<file path="config.mk">
export PLATFORM = sky130hd
export DESIGN_NAME = two_wire_debug_frame_master
export DESIGN_NICKNAME = d
export VERILOG_FILES = /design/src/rtl/tdfm_pkg.sv /design/src/rtl/two_wire_debug_frame_master.sv /design/src/rtl/tdfm_front.sv /design/src/rtl/tdfm_queue.sv /design/src/rtl/tdfm_engine.sv
export SDC_FILE = /design/constraint.sdc
export NUM_CORES = 1
export LEC_CHECK = 0
export ABC_AREA = 0
export BUFFER_PORTS_ARGS = -buffer_cell sky130_fd_sc_hd__buf_2
export CAP_MARGIN = 20
export CORE_UTILIZATION = 45
export DETAILED_ROUTE_END_ITERATION = 8
export PLACE_DENSITY = 0.63
export SLEW_MARGIN = 20
export SYNTH_ARGS = -nofsm -noshare
export SYNTH_HDL_FRONTEND = slang
export SYNTH_SLANG_ARGS = --single-unit
</file>
<file path="constraint.sdc">
create_clock -name clk_i -period 4.02 [get_ports clk_i]
set_input_delay 0.603 -clock clk_i [delete_from_list [all_inputs] [get_ports clk_i]]
set_output_delay 0.603 -clock clk_i [all_outputs]
set_load 0.01 [all_outputs]
</file>
<file path="src/rtl/tdfm_pkg.sv">
`timescale 1ns / 1ps
`default_nettype none

package tdfm_pkg;

  localparam logic OP_START = 1'b0;
  localparam logic OP_SLOT  = 1'b1;

  localparam logic [1:0] KIND_AW = 2'd0;
  localparam logic [1:0] KIND_AR = 2'd1;
  localparam logic [1:0] KIND_DW = 2'd2;
  localparam logic [1:0] KIND_DR = 2'd3;

  localparam logic [2:0] PH_IDLE  = 3'd0;
  localparam logic [2:0] PH_START = 3'd1;
  localparam logic [2:0] PH_INS   = 3'd2;
  localparam logic [2:0] PH_LEN   = 3'd3;
  localparam logic [2:0] PH_DATA  = 3'd4;
  localparam logic [2:0] PH_WAIT  = 3'd5;
  localparam logic [2:0] PH_STOP  = 3'd6;

  localparam logic [15:0] WAIT_LIMIT_RESET = 16'd1000;
  localparam logic [15:0] WAIT_COUNT_MAX   = 16'hFFFF;
  localparam logic [31:0] READ_TIMEOUT_VAL = 32'hFFFF_FFFF;

  typedef struct packed {
    logic        op;
    logic [1:0]  kind;
    logic [1:0]  len_code;
    logic [31:0] data;
    logic        sample;
  } tdfm_entry_t;

  typedef struct packed {
    logic        strobe_res;
    logic        data_drive;
    logic        drive_enable;
    logic        frame_done;
    logic        timed_out;
    logic [31:0] read_value;
    logic        busy_res;
  } tdfm_result_t;

endpackage

`default_nettype wire

</file>
<file path="src/rtl/two_wire_debug_frame_master.sv">
// channel   | direction | handshake              | payload
// in        | input     | in_valid_i/in_ready_o   | op, frame_kind, byte_count, write_value,
//           |           |                        | line_sample
// out       | output    | out_valid_o/out_ready_i | strobe_res, data_drive, drive_enable,
//           |           |                        | frame_done, timed_out, read_value, busy_res
// cfg       | input     | cfg_valid_i/cfg_ready_o | cfg_data_i (wait_slot_limit)
//
// one request per clock while downstream takes each result; a result passes through the queue
// and then the result register, and the engine stalls while a result waits for out_ready_i
// the frame engine updates its state once per request that it pops from the queue
// a small queue separates input accept from the engine, a result register holds the engine output
// reset clears the queue, phase and counters and loads the wait limit with 1000
// input stays ready while the queue has room, even with a result waiting downstream
`timescale 1ns / 1ps
`default_nettype none

module two_wire_debug_frame_master #(
  parameter int QueueDepth = 2
) (
  input  wire logic         clk_i,
  input  wire logic         rst_ni,
  input  wire logic         cfg_valid_i,
  output logic              cfg_ready_o,
  input  wire logic [15:0]  cfg_data_i,
  input  wire logic         in_valid_i,
  output logic              in_ready_o,
  input  wire logic         op_i,
  input  wire logic [1:0]   frame_kind_i,
  input  wire logic [2:0]   byte_count_i,
  input  wire logic [31:0]  write_value_i,
  input  wire logic         line_sample_i,
  output logic              out_valid_o,
  input  wire logic         out_ready_i,
  output logic              strobe_res_o,
  output logic              data_drive_o,
  output logic              drive_enable_o,
  output logic              frame_done_o,
  output logic              timed_out_o,
  output logic [31:0]       read_value_o,
  output logic              busy_res_o
);
  import tdfm_pkg::*;

  logic         push;
  logic         queue_ready;
  logic         queue_valid;
  logic         pop;
  tdfm_entry_t  push_entry;
  tdfm_entry_t  pop_entry;
  tdfm_result_t res;

  tdfm_front u_front (
    .in_valid_i    (in_valid_i),
    .in_ready_o    (in_ready_o),
    .op_i          (op_i),
    .frame_kind_i  (frame_kind_i),
    .byte_count_i  (byte_count_i),
    .write_value_i (write_value_i),
    .line_sample_i (line_sample_i),
    .push_o        (push),
    .entry_o       (push_entry),
    .queue_ready_i (queue_ready)
  );

  tdfm_queue #(
    .Depth (QueueDepth)
  ) u_queue (
    .clk_i        (clk_i),
    .rst_ni       (rst_ni),
    .push_i       (push),
    .push_entry_i (push_entry),
    .ready_o      (queue_ready),
    .valid_o      (queue_valid),
    .pop_entry_o  (pop_entry),
    .pop_i        (pop)
  );

  tdfm_engine u_engine (
    .clk_i         (clk_i),
    .rst_ni        (rst_ni),
    .cfg_valid_i   (cfg_valid_i),
    .cfg_ready_o   (cfg_ready_o),
    .cfg_data_i    (cfg_data_i),
    .entry_valid_i (queue_valid),
    .entry_i       (pop_entry),
    .pop_o         (pop),
    .out_valid_o   (out_valid_o),
    .out_ready_i   (out_ready_i),
    .res_o         (res)
  );

  assign strobe_res_o   = res.strobe_res;
  assign data_drive_o   = res.data_drive;
  assign drive_enable_o = res.drive_enable;
  assign frame_done_o   = res.frame_done;
  assign timed_out_o    = res.timed_out;
  assign read_value_o   = res.read_value;
  assign busy_res_o     = res.busy_res;

endmodule

`default_nettype wire

</file>
<file path="src/rtl/tdfm_front.sv">
`timescale 1ns / 1ps
`default_nettype none

module tdfm_front (
  input  wire logic                 in_valid_i,
  output logic                      in_ready_o,
  input  wire logic                 op_i,
  input  wire logic [1:0]           frame_kind_i,
  input  wire logic [2:0]           byte_count_i,
  input  wire logic [31:0]          write_value_i,
  input  wire logic                 line_sample_i,
  output logic                      push_o,
  output tdfm_pkg::tdfm_entry_t     entry_o,
  input  wire logic                 queue_ready_i
);
  import tdfm_pkg::*;

  logic [31:0] data_init;

  // only write frames carry payload into the shifter
  always_comb begin
    case (frame_kind_i)
      KIND_AW: data_init = {24'd0, write_value_i[7:0]};
      KIND_DW: data_init = write_value_i;
      default: data_init = '0;
    endcase
  end

  always_comb begin
    entry_o.op       = op_i;
    entry_o.kind     = frame_kind_i;
    entry_o.len_code = byte_count_i[1:0] + 2'd3;
    entry_o.data     = data_init;
    entry_o.sample   = line_sample_i;
  end

  assign in_ready_o = queue_ready_i;
  assign push_o     = in_valid_i & queue_ready_i;

endmodule

`default_nettype wire

</file>
<file path="src/rtl/tdfm_queue.sv">
`timescale 1ns / 1ps
`default_nettype none

module tdfm_queue #(
  parameter int Depth = 2
) (
  input  wire logic                 clk_i,
  input  wire logic                 rst_ni,
  input  wire logic                 push_i,
  input  wire tdfm_pkg::tdfm_entry_t push_entry_i,
  output logic                      ready_o,
  output logic                      valid_o,
  output tdfm_pkg::tdfm_entry_t     pop_entry_o,
  input  wire logic                 pop_i
);
  import tdfm_pkg::*;

  localparam int PtrW = (Depth > 1) ? $clog2(Depth) : 1;
  localparam int CntW = $clog2(Depth + 1);

  tdfm_entry_t         slots_q [Depth];
  logic [PtrW-1:0]     wr_ptr_q, rd_ptr_q;
  logic [CntW-1:0]     count_q;

  function automatic logic [PtrW-1:0] ptr_next(input logic [PtrW-1:0] p);
    return (p == PtrW'(Depth - 1)) ? '0 : p + 1'b1;
  endfunction

  assign ready_o     = (count_q != CntW'(Depth));
  assign valid_o     = (count_q != '0);
  assign pop_entry_o = slots_q[rd_ptr_q];

  always_ff @(posedge clk_i) begin
    if (push_i) begin
      slots_q[wr_ptr_q] <= push_entry_i;
    end
  end

  always_ff @(posedge clk_i or negedge rst_ni) begin
    if (!rst_ni) begin
      wr_ptr_q <= '0;
      rd_ptr_q <= '0;
      count_q  <= '0;
    end else begin
      if (push_i) begin
        wr_ptr_q <= ptr_next(wr_ptr_q);
      end
      if (pop_i) begin
        rd_ptr_q <= ptr_next(rd_ptr_q);
      end
      if (push_i && !pop_i) begin
        count_q <= count_q + 1'b1;
      end else if (pop_i && !push_i) begin
        count_q <= count_q - 1'b1;
      end
    end
  end

  assert property (@(posedge clk_i) disable iff (!rst_ni) !(push_i && !ready_o))
    else $error("queue write while full");
  assert property (@(posedge clk_i) disable iff (!rst_ni) !(pop_i && !valid_o))
    else $error("queue read while empty");

endmodule

`default_nettype wire

</file>
<file path="src/rtl/tdfm_engine.sv">
`timescale 1ns / 1ps
`default_nettype none

module tdfm_engine (
  input  wire logic                 clk_i,
  input  wire logic                 rst_ni,
  input  wire logic                 cfg_valid_i,
  output logic                      cfg_ready_o,
  input  wire logic [15:0]          cfg_data_i,
  input  wire logic                 entry_valid_i,
  input  wire tdfm_pkg::tdfm_entry_t entry_i,
  output logic                      pop_o,
  output logic                      out_valid_o,
  input  wire logic                 out_ready_i,
  output tdfm_pkg::tdfm_result_t    res_o
);
  import tdfm_pkg::*;

  logic [15:0]  limit_q;
  logic [2:0]   phase_q, phase_d;
  logic [1:0]   kind_q, kind_d;
  logic [1:0]   len_q, len_d;
  logic [5:0]   cnt_q, cnt_d;
  logic [31:0]  shift_q, shift_d;
  logic [15:0]  wcnt_q, wcnt_d;
  logic [1:0]   hist_q, hist_d;
  logic         out_valid_q;
  tdfm_result_t res_q, res_d;

  logic         is_read;
  logic         is_addr;
  logic [1:0]   ins_code;
  logic [5:0]   cnt_inc;
  logic [5:0]   data_bits;
  logic [1:0]   hist_new;
  logic [15:0]  wcnt_new;

  assign cfg_ready_o = 1'b1;
  assign pop_o       = entry_valid_i & (~out_valid_q | out_ready_i);
  assign out_valid_o = out_valid_q;
  assign res_o       = res_q;

  assign is_read   = (kind_q == KIND_AR) || (kind_q == KIND_DR);
  assign is_addr   = (kind_q == KIND_AW) || (kind_q == KIND_AR);
  assign ins_code  = ~kind_q;
  assign cnt_inc   = cnt_q + 6'd1;
  assign data_bits = is_addr ? 6'd8 : ({1'b0, len_q, 3'b000} + 6'd8);
  assign hist_new  = {hist_q[0], entry_i.sample};
  assign wcnt_new  = (wcnt_q != WAIT_COUNT_MAX) ? wcnt_q + 16'd1 : wcnt_q;

  always_comb begin
    phase_d = phase_q;
    kind_d  = kind_q;
    len_d   = len_q;
    cnt_d   = cnt_q;
    shift_d = shift_q;
    wcnt_d  = wcnt_q;
    hist_d  = hist_q;
    res_d   = '0;
    if (entry_i.op == OP_START) begin
      kind_d  = entry_i.kind;
      len_d   = entry_i.len_code;
      shift_d = entry_i.data;
      cnt_d   = '0;
      wcnt_d  = '0;
      hist_d  = '0;
      phase_d = PH_START;
    end else if (phase_q != PH_IDLE) begin
      res_d.strobe_res = 1'b1;
      unique case (phase_q)
        PH_START: begin
          phase_d = PH_INS;
          cnt_d   = '0;
        end
        PH_INS: begin
          res_d.drive_enable = 1'b1;
          res_d.data_drive   = ins_code[cnt_q[0]];
          if (cnt_q == '0) begin
            cnt_d = 6'd1;
          end else begin
            cnt_d   = '0;
            phase_d = is_addr ? PH_DATA : PH_LEN;
          end
        end
        PH_LEN: begin
          res_d.drive_enable = 1'b1;
          res_d.data_drive   = len_q[cnt_q[0]];
          if (cnt_q == '0) begin
            cnt_d = 6'd1;
          end else begin
            cnt_d = '0;
            if (kind_q == KIND_DR) begin
              phase_d = PH_WAIT;
              wcnt_d  = '0;
              hist_d  = '0;
            end else begin
              phase_d = PH_DATA;
            end
          end
        end
        PH_DATA: begin
          if (is_read) begin
            shift_d = shift_q | (32'(entry_i.sample) << cnt_q[4:0]);
          end else begin
            res_d.drive_enable = 1'b1;
            res_d.data_drive   = shift_q[0];
            shift_d            = shift_q >> 1;
          end
          cnt_d = cnt_inc;
          if (cnt_inc >= data_bits) begin
            cnt_d = '0;
            if (kind_q == KIND_DW) begin
              phase_d = PH_WAIT;
              wcnt_d  = '0;
              hist_d  = '0;
            end else begin
              phase_d = PH_STOP;
            end
          end
        end
        PH_WAIT: begin
          hist_d = hist_new;
          if (hist_new == 2'b01) begin
            cnt_d   = '0;
            phase_d = (kind_q == KIND_DR) ? PH_DATA : PH_STOP;
          end else begin
            wcnt_d = wcnt_new;
            if (wcnt_new >= limit_q) begin
              res_d.frame_done = 1'b1;
              res_d.timed_out  = 1'b1;
              res_d.read_value = is_read ? READ_TIMEOUT_VAL : '0;
              phase_d          = PH_IDLE;
            end
          end
        end
        default: begin
          res_d.frame_done = 1'b1;
          res_d.read_value = is_read ? shift_q : '0;
          phase_d          = PH_IDLE;
        end
      endcase
    end
    res_d.busy_res = (phase_d != PH_IDLE);
  end

  always_ff @(posedge clk_i or negedge rst_ni) begin
    if (!rst_ni) begin
      limit_q     <= WAIT_LIMIT_RESET;
      phase_q     <= PH_IDLE;
      kind_q      <= '0;
      len_q       <= '0;
      cnt_q       <= '0;
      shift_q     <= '0;
      wcnt_q      <= '0;
      hist_q      <= '0;
      out_valid_q <= 1'b0;
    end else begin
      if (cfg_valid_i) begin
        limit_q <= cfg_data_i;
      end
      if (pop_o) begin
        phase_q <= phase_d;
        kind_q  <= kind_d;
        len_q   <= len_d;
        cnt_q   <= cnt_d;
        shift_q <= shift_d;
        wcnt_q  <= wcnt_d;
        hist_q  <= hist_d;
      end
      if (pop_o) begin
        out_valid_q <= 1'b1;
      end else if (out_ready_i) begin
        out_valid_q <= 1'b0;
      end
    end
  end

  always_ff @(posedge clk_i) begin
    if (pop_o) begin
      res_q <= res_d;
    end
  end

  assert property (@(posedge clk_i) disable iff (!rst_ni)
    out_valid_q && res_q.frame_done |-> !res_q.busy_res)
    else $error("frame end reported while still busy");
  assert property (@(posedge clk_i) disable iff (!rst_ni)
    out_valid_q && res_q.timed_out |-> res_q.frame_done)
    else $error("timeout without frame end");
  assert property (@(posedge clk_i) disable iff (!rst_ni)
    out_valid_q && res_q.drive_enable |-> res_q.strobe_res)
    else $error("line driven without a strobe");
  assert property (@(posedge clk_i) disable iff (!rst_ni)
    out_valid_q && (res_q.read_value != '0) |-> res_q.frame_done)
    else $error("read data outside frame end");
  assert property (@(posedge clk_i) disable iff (!rst_ni)
    pop_o && (phase_q == PH_IDLE) && (entry_i.op == OP_SLOT) |=> phase_q == PH_IDLE)
    else $error("idle slot left idle phase");

endmodule

`default_nettype wire
</file>
* Yosys cells after proc, flatten, opt, wreduce, memory -nomap -nowiden
Memory sizes are Yosys's and may differ from the RTL's.
Cells that the tools add are included.
** Word-level totals
- Bits in writable memories :: 76
- Register bits :: 121
- Bits of input ports :: 60
- Memories kept :: 1
- Logic and storage cells :: 148
- Output and inout port bits :: 41
** Memory list
- u_queue.slots_q :: words 2, width 38, rd ports 1, clocked after memory_dff 0, wr ports 1, line tdfm_queue.sv:21 : tdfm_entry_t slots_q [Depth];
** Operators by class
- Shift operators :: 1
- Reduce and logical (&&, ||, !) cells :: 23
- $add $sub $neg :: 8
- Bitwise logic cells :: 9
- Eq/ne operators :: 22
- Muxes and demuxes :: 62
- Magnitude comparators :: 3
** Operator list (number)
- 2-to-1 mux 32 bit :: 6
- 2-to-1 mux 16 bit :: 8
- one-hot mux 32 bit (2 select lines) :: 2
- 2-to-1 mux 34 bit :: 2
- one-hot mux 16 bit (3 select lines) :: 1
- 2-to-1 mux 37 bit :: 1
- bitwise OR 32 bit :: 1
- left shift 1 x 5 -> 32 bit :: 1
- 2-to-1 mux 6 bit :: 5
- 2-to-1 mux 3 bit :: 8
- one-hot mux 6 bit (4 select lines) :: 1
- 2-to-1 mux 1 bit :: 19
- != test 3 bit, second input constant :: 6
- adder 16 x 1 -> 16 bit, second input constant :: 1
- greater-or-equal comparator 16 bit :: 1
- != test 16 bit, second input constant :: 1
- one-hot mux 3 bit (5 select lines) :: 1
- 2-to-1 mux 2 bit :: 5
- AND reduction 8 bit :: 1
- OR reduction 4 bit :: 2
- AND reduction 7 bit :: 1
- adder 5 x 4 -> 6 bit, second input constant :: 1
- adder 6 x 1 -> 6 bit, second input constant :: 1
- == test 2 bit, second input constant :: 3
- other kinds (31) :: 49

* Longest topological paths before layout
- Word-level depth :: 9
- Mapped depth :: 15
- Gate-level depth less buffers :: 13

* Hierarchy
Synthesis repeated with hierarchy kept, for this count alone.
** Second synthesis, totals
- Cell total of the unflattened synthesis :: 917
- Area, all modules :: 10043.4 µm²
** Modules (own cells, without submodules)
- tdfm_engine :: instances 1, seq. area each 3125.5 µm², area an instance 6723.9 µm², cells an instance 738
- tdfm_queue :: instances 1, seq. area each 2382.3 µm², area an instance 2977.9 µm², cells an instance 134
- tdfm_front :: instances 1, seq. area each 0.0 µm², area an instance 341.6 µm², cells an instance 45

* Worst setup path after synthesis
Ideal clock, no wire load.
- Kind :: register -> register
- Start :: reg u_engine.wcnt_q[7]
- End :: reg u_engine.res_q, in the netlist u_engine.res_o[10], data pin
- Clock period less this slack :: 3.887 ns
- Path buffers :: 3
- Required time :: 3.750 ns
- Setup time :: 0.270 ns
- Arrival :: 3.617 ns
- Stages on the path, launching flop included :: 15
- Slack :: 0.133 ns
- Cells stage by stage :: dfrtp_1 > clkbuf_1 > nand4_1 > or3_1 > nand2b_1 > clkbuf_1 > mux2_2 > ha_1 > nor2b_1 > o211a_1 > o311ai_1 > nand4_1 > o31ai_2 > buf_6 > nor3_1
** On the way
- Longest elaborated chain between the ends :: 6
- Elaborated cells on any way between the ends :: 7
- Classes of those cells :: 1 x add/sub; 1 x order compare; 1 x eq/ne; 4 x mux
** RTL lines
- start: declaration :: line tdfm_engine.sv:25 : logic [15:0] wcnt_q, wcnt_d;
- start signal: assignment :: line tdfm_engine.sv:167 : wcnt_q <= wcnt_d;
- adder 16 x 1 -> 16 bit or != test 16 bit (tied branches) :: line tdfm_engine.sv:49 : assign wcnt_new = (wcnt_q != WAIT_COUNT_MAX) ? wcnt_q + 16'd1 : wcnt_q;
- 2-to-1 mux 16 bit * :: line tdfm_engine.sv:49
- greater-or-equal comparator 16 bit * :: line tdfm_engine.sv:128 : if (wcnt_new >= limit_q) begin
- 2-to-1 mux 34 bit * :: line tdfm_engine.sv:128
- 2-to-1 mux 34 bit * :: line tdfm_engine.sv:123 : if (hist_new == 2'b01) begin
- one-hot mux 32 bit (2 select lines) * :: line tdfm_engine.sv:70 : unique case (phase_q)
- end signal: assignment :: line tdfm_engine.sv:180 : res_q <= res_d;
- end: declaration :: line tdfm_engine.sv:28 : tdfm_result_t res_q, res_d;
Every way passes the cells marked *; elsewhere a longest branch is shown, timed or not.
A chain may end at the register's enable or synchronous reset.

* Worst setup path after layout
- Start :: reg u_engine.wcnt_q[4]
- End :: reg u_engine.res_q, in the netlist u_engine.res_o[12], data pin
The elaborated chain is that of the path after synthesis.

==> impl_metrics.tcl <==
set metrics [dict create \
    grt_start_max_net_pins 64 \
    syn_area_sq_mm 0.009866 \
    cts_max_path_buffers 2 \
    grt_setup_unrepaired "no" \
    fin_cells 1267 \
    port_buffers 98 \
    io_pins 101 \
    drt-initial-drc-count 574 \
    hold_violations 0 \
    combPwrFrac 0.362 \
    die_area_sq_mm 0.02252 \
    synth-compound-area-share 0.1514 \
    synth_top_family_by_area "compound AO/OA/AOI/OAI gates" \
    postRouteAntennaNets 0 \
    fillers 1924 \
    r2r_setup_slack_ps 300 \
    pre_cts_slack_ps 219.2 \
    cts-buffers-inserted 17 \
    fin_area_sq_mm 0.01128 \
    synth_edf_count 114 \
    startpoint_type "register" \
    clock_latency_ps 440 \
    final_common_cell "edfxtp_1" \
    synthToLayoutAreaGrowth_pct 14.32 \
    core_area_sq_mm 0.02129 \
    clkSinkCount 197 \
    die_h_microns 150.1 \
    h-tree-depth 4 \
    fin_util 0.5298 \
    worstMarginPinSlew_ps 966.8 \
    fin_setup_tns_ps 0 \
    p_switching_w 0.003010 \
    drive_gt1_frac 0.1885 \
    p_seq_frac 0.422 \
    synth_mux_area_frac 0.07191 \
    synth-seq-cells 197 \
    switching_share 0.3849 \
    period_share 0.9264 \
    setup_viol 0 \
    drc_errors 0 \
    async_reset_ff_frac 0.4213 \
    powerDensity_mw_per_mm2 693.4 \
    hold_path.class "in -> async" \
    fin_nets 1064 \
    netlist_instances 896 \
    period_minus_slack_ps 3724 \
    synthXorXnorAreaFrac 0.01598 \
    synth_top_flop_cell "edfxtp_1" \
    place_inst 1234 \
    p_int_w 0.004810 \
    grt_pass1_vias 6474 \
    peakVddDrop_mv 0.3278 \
    drv_cap 0 \
    slew_viol_final 0 \
    outcome "finished clean" \
    grt_pass1_wl_microns 34740 \
    fp-row-count 53 \
    required_ps 4270 \
    synth-seq-area-share 0.5583 \
    num_vias 6993 \
    power.leakage_nw 4.573 \
    critPathMaxFanout 18 \
    root_buffer "clkbuf_16" \
    synth_adder_area_share 0.03171 \
    antenna_cells 0 \
    clkPwrFrac 0.216 \
    max_freq_mhz 268.5 \
    cts_tree "done" \
    critical_path_class "reg -> reg" \
    finClkSkew_ps 13.80 \
    grt_util_all_layers 0.2015 \
    avgSynthCellArea_sq_um 11.01 \
    gp_congestion 0.8705 \
    post_dp_cell_area_sq_mm 0.01064 \
    clk_pin_slew_worst_paths_ps 80 \
    mostFrequentLayoutCells "114 x edfxtp_1, 97 x buf_2, 86 x nand2_1" \
    synthSimpleGateAreaFrac 0.1325 \
    netlist-cell-type-count 68 \
    drt_first_pass_iters 6 \
    synth_nets 981 \
    wirelength_microns 21670 \
    fin_ws_ps 295.8 \
    routedWlPerCell_microns 17.10 \
    endpoint_kind "register" \
    multi_input_comb_area_sq_mm 0.004021 \
    yosys_warnings 0 \
    cp.arrival_ps 3980 \
    grt-ovfl-total 0 \
    die_w_microns 150.1 \
    dpl.hpwl_microns 15120 \
    start_util 0.4635 \
    seqCellArea_sq_mm 0.005509 \
    vias_per_cell 5.519 \
    antenna_found_initial 0 \
    relSlewSlack 0.3531 \
]
-- path summary, 6_finish.rpt --
kind	startpoint	endpoint	cells after the start
max	u_engine.wcnt_q[4]	u_engine.res_o[12]	12
min	rst_ni	u_engine.limit_q[12]	1
max reg2reg	u_engine.wcnt_q[4]	u_engine.res_o[12]	12
min reg2reg	u_engine.limit_q[7]	u_engine.limit_q[7]	2
max in group asynchronous	rst_ni	u_engine.limit_q[3]	2
min in group clk_i	cfg_data_i[15]	u_engine.limit_q[15]	3
-- through the flow --
step / total power [W] / hold slack (ps)
final: 0.007820 / 250.7
after global routing: 0.008320 / 297.0
after CTS: 0.007850 / 266.9
after detailed placement: 0.006141 / 488.4
after global placement: 0.006105 / 476.8
after floorplan: 0.005257 / 307.4
-- power groups by stage --
| stage | sequential [W] | combinational (W) | clock, W |
|---|---|---|---|
| 5_1_grt | 0.00336 | 0.00315 | 0.00181 |
| 2_1_floorplan | 0.00322 | 0.00204 | 0 |
| 4_1_cts | 0.00329 | 0.00283 | 0.00174 |
| 3_5_place_dp | 0.00333 | 0.00281 | 0 |
| 6_report | 0.00330 | 0.00283 | 0.00169 |
| 3_3_place_gp | 0.00332 | 0.00278 | 0 |
-- critical path, cell delays in order, from the launching register on --
cell,delay [ps]
dfrtp_1,480
nand3_1,260
nor4_1,500
and3_1,230
mux2_2,340
ha_1,290
nand4_1,130
nor3_1,330
o311ai_1,180
nand4_1,230
o31ai_2,120
buf_4,210
nor3_1,240
-- cells by family after synthesis --
logic type                 count (synthesis)
xor gates and xnor gates                  18
other                                      1
buffers and inverters                     91
and+or+nand+nor                          265
adders and majority gates                 25
DFF                                      197
AOI/OAI and AO/OA                        232
muxes                                     67
-- layout make-up --
class | count | share of cell area
sequential | 197 | 0.4885
multi-input combinational | 608 | 0.3566
timing repair buffer | 119 | 0.05946
clock buffer | 17 | 0.03772
tap | 275 | 0.03051
clock inverter | 15 | 0.01531
inverter | 36 | 0.01198
-- cell usage after synthesis (all sizes together) (17+ instances only) --
| library cell | n | area, sq um |
|---|---|---|
| a21oi | 80 | 404.1 |
| and2 | 24 | 150.1 |
| buf | 17 | 95.09 |
| clkbuf | 38 | 142.6 |
| dfrtp | 77 | 1927 |
| edfxtp | 114 | 3423 |
| ha | 25 | 312.8 |
| inv | 36 | 135.1 |
| mux2i | 55 | 563.0 |
| nand2 | 86 | 322.8 |
| nand3 | 22 | 110.1 |
| nor2 | 40 | 150.1 |
| nor2b | 18 | 112.6 |
| nor3 | 33 | 165.2 |
| o211ai | 24 | 180.2 |
| o21ai | 51 | 259.0 |
-- metal layers --
metal  vias to the layer above  global-route usage  part of all wire
met5                         -                   0                 0
met4                         0             0.05303             0.010
met2                       192              0.2931              0.43
met1                      3314              0.3054              0.50
met3                        18             0.03872             0.055
li1                       3469                   -                 -
-- state kept, by name, summed over array words and instances (netlist names) --
signal and flops:
u_engine.cnt_q 6, u_engine.hist_q 1, u_engine.kind_q 2, u_engine.len_q 2, u_engine.limit_q 16, u_engine.out_valid_o 1, u_engine.phase_q 3, u_engine.res_o 38
u_engine.shift_q 32, u_engine.wcnt_q 16, u_queue.count_q 2, u_queue.rd_ptr_q 1, u_queue.slots_q 76, u_queue.wr_ptr_q 1
-- timing repair --
item                       in CTS  in global routing
hold buffers                    0                  0
gates resized for setup         0                  2
setup endpoints to repair       0                 12
setup buffers                   0                  0
Power figures use the tool's default switching activity.
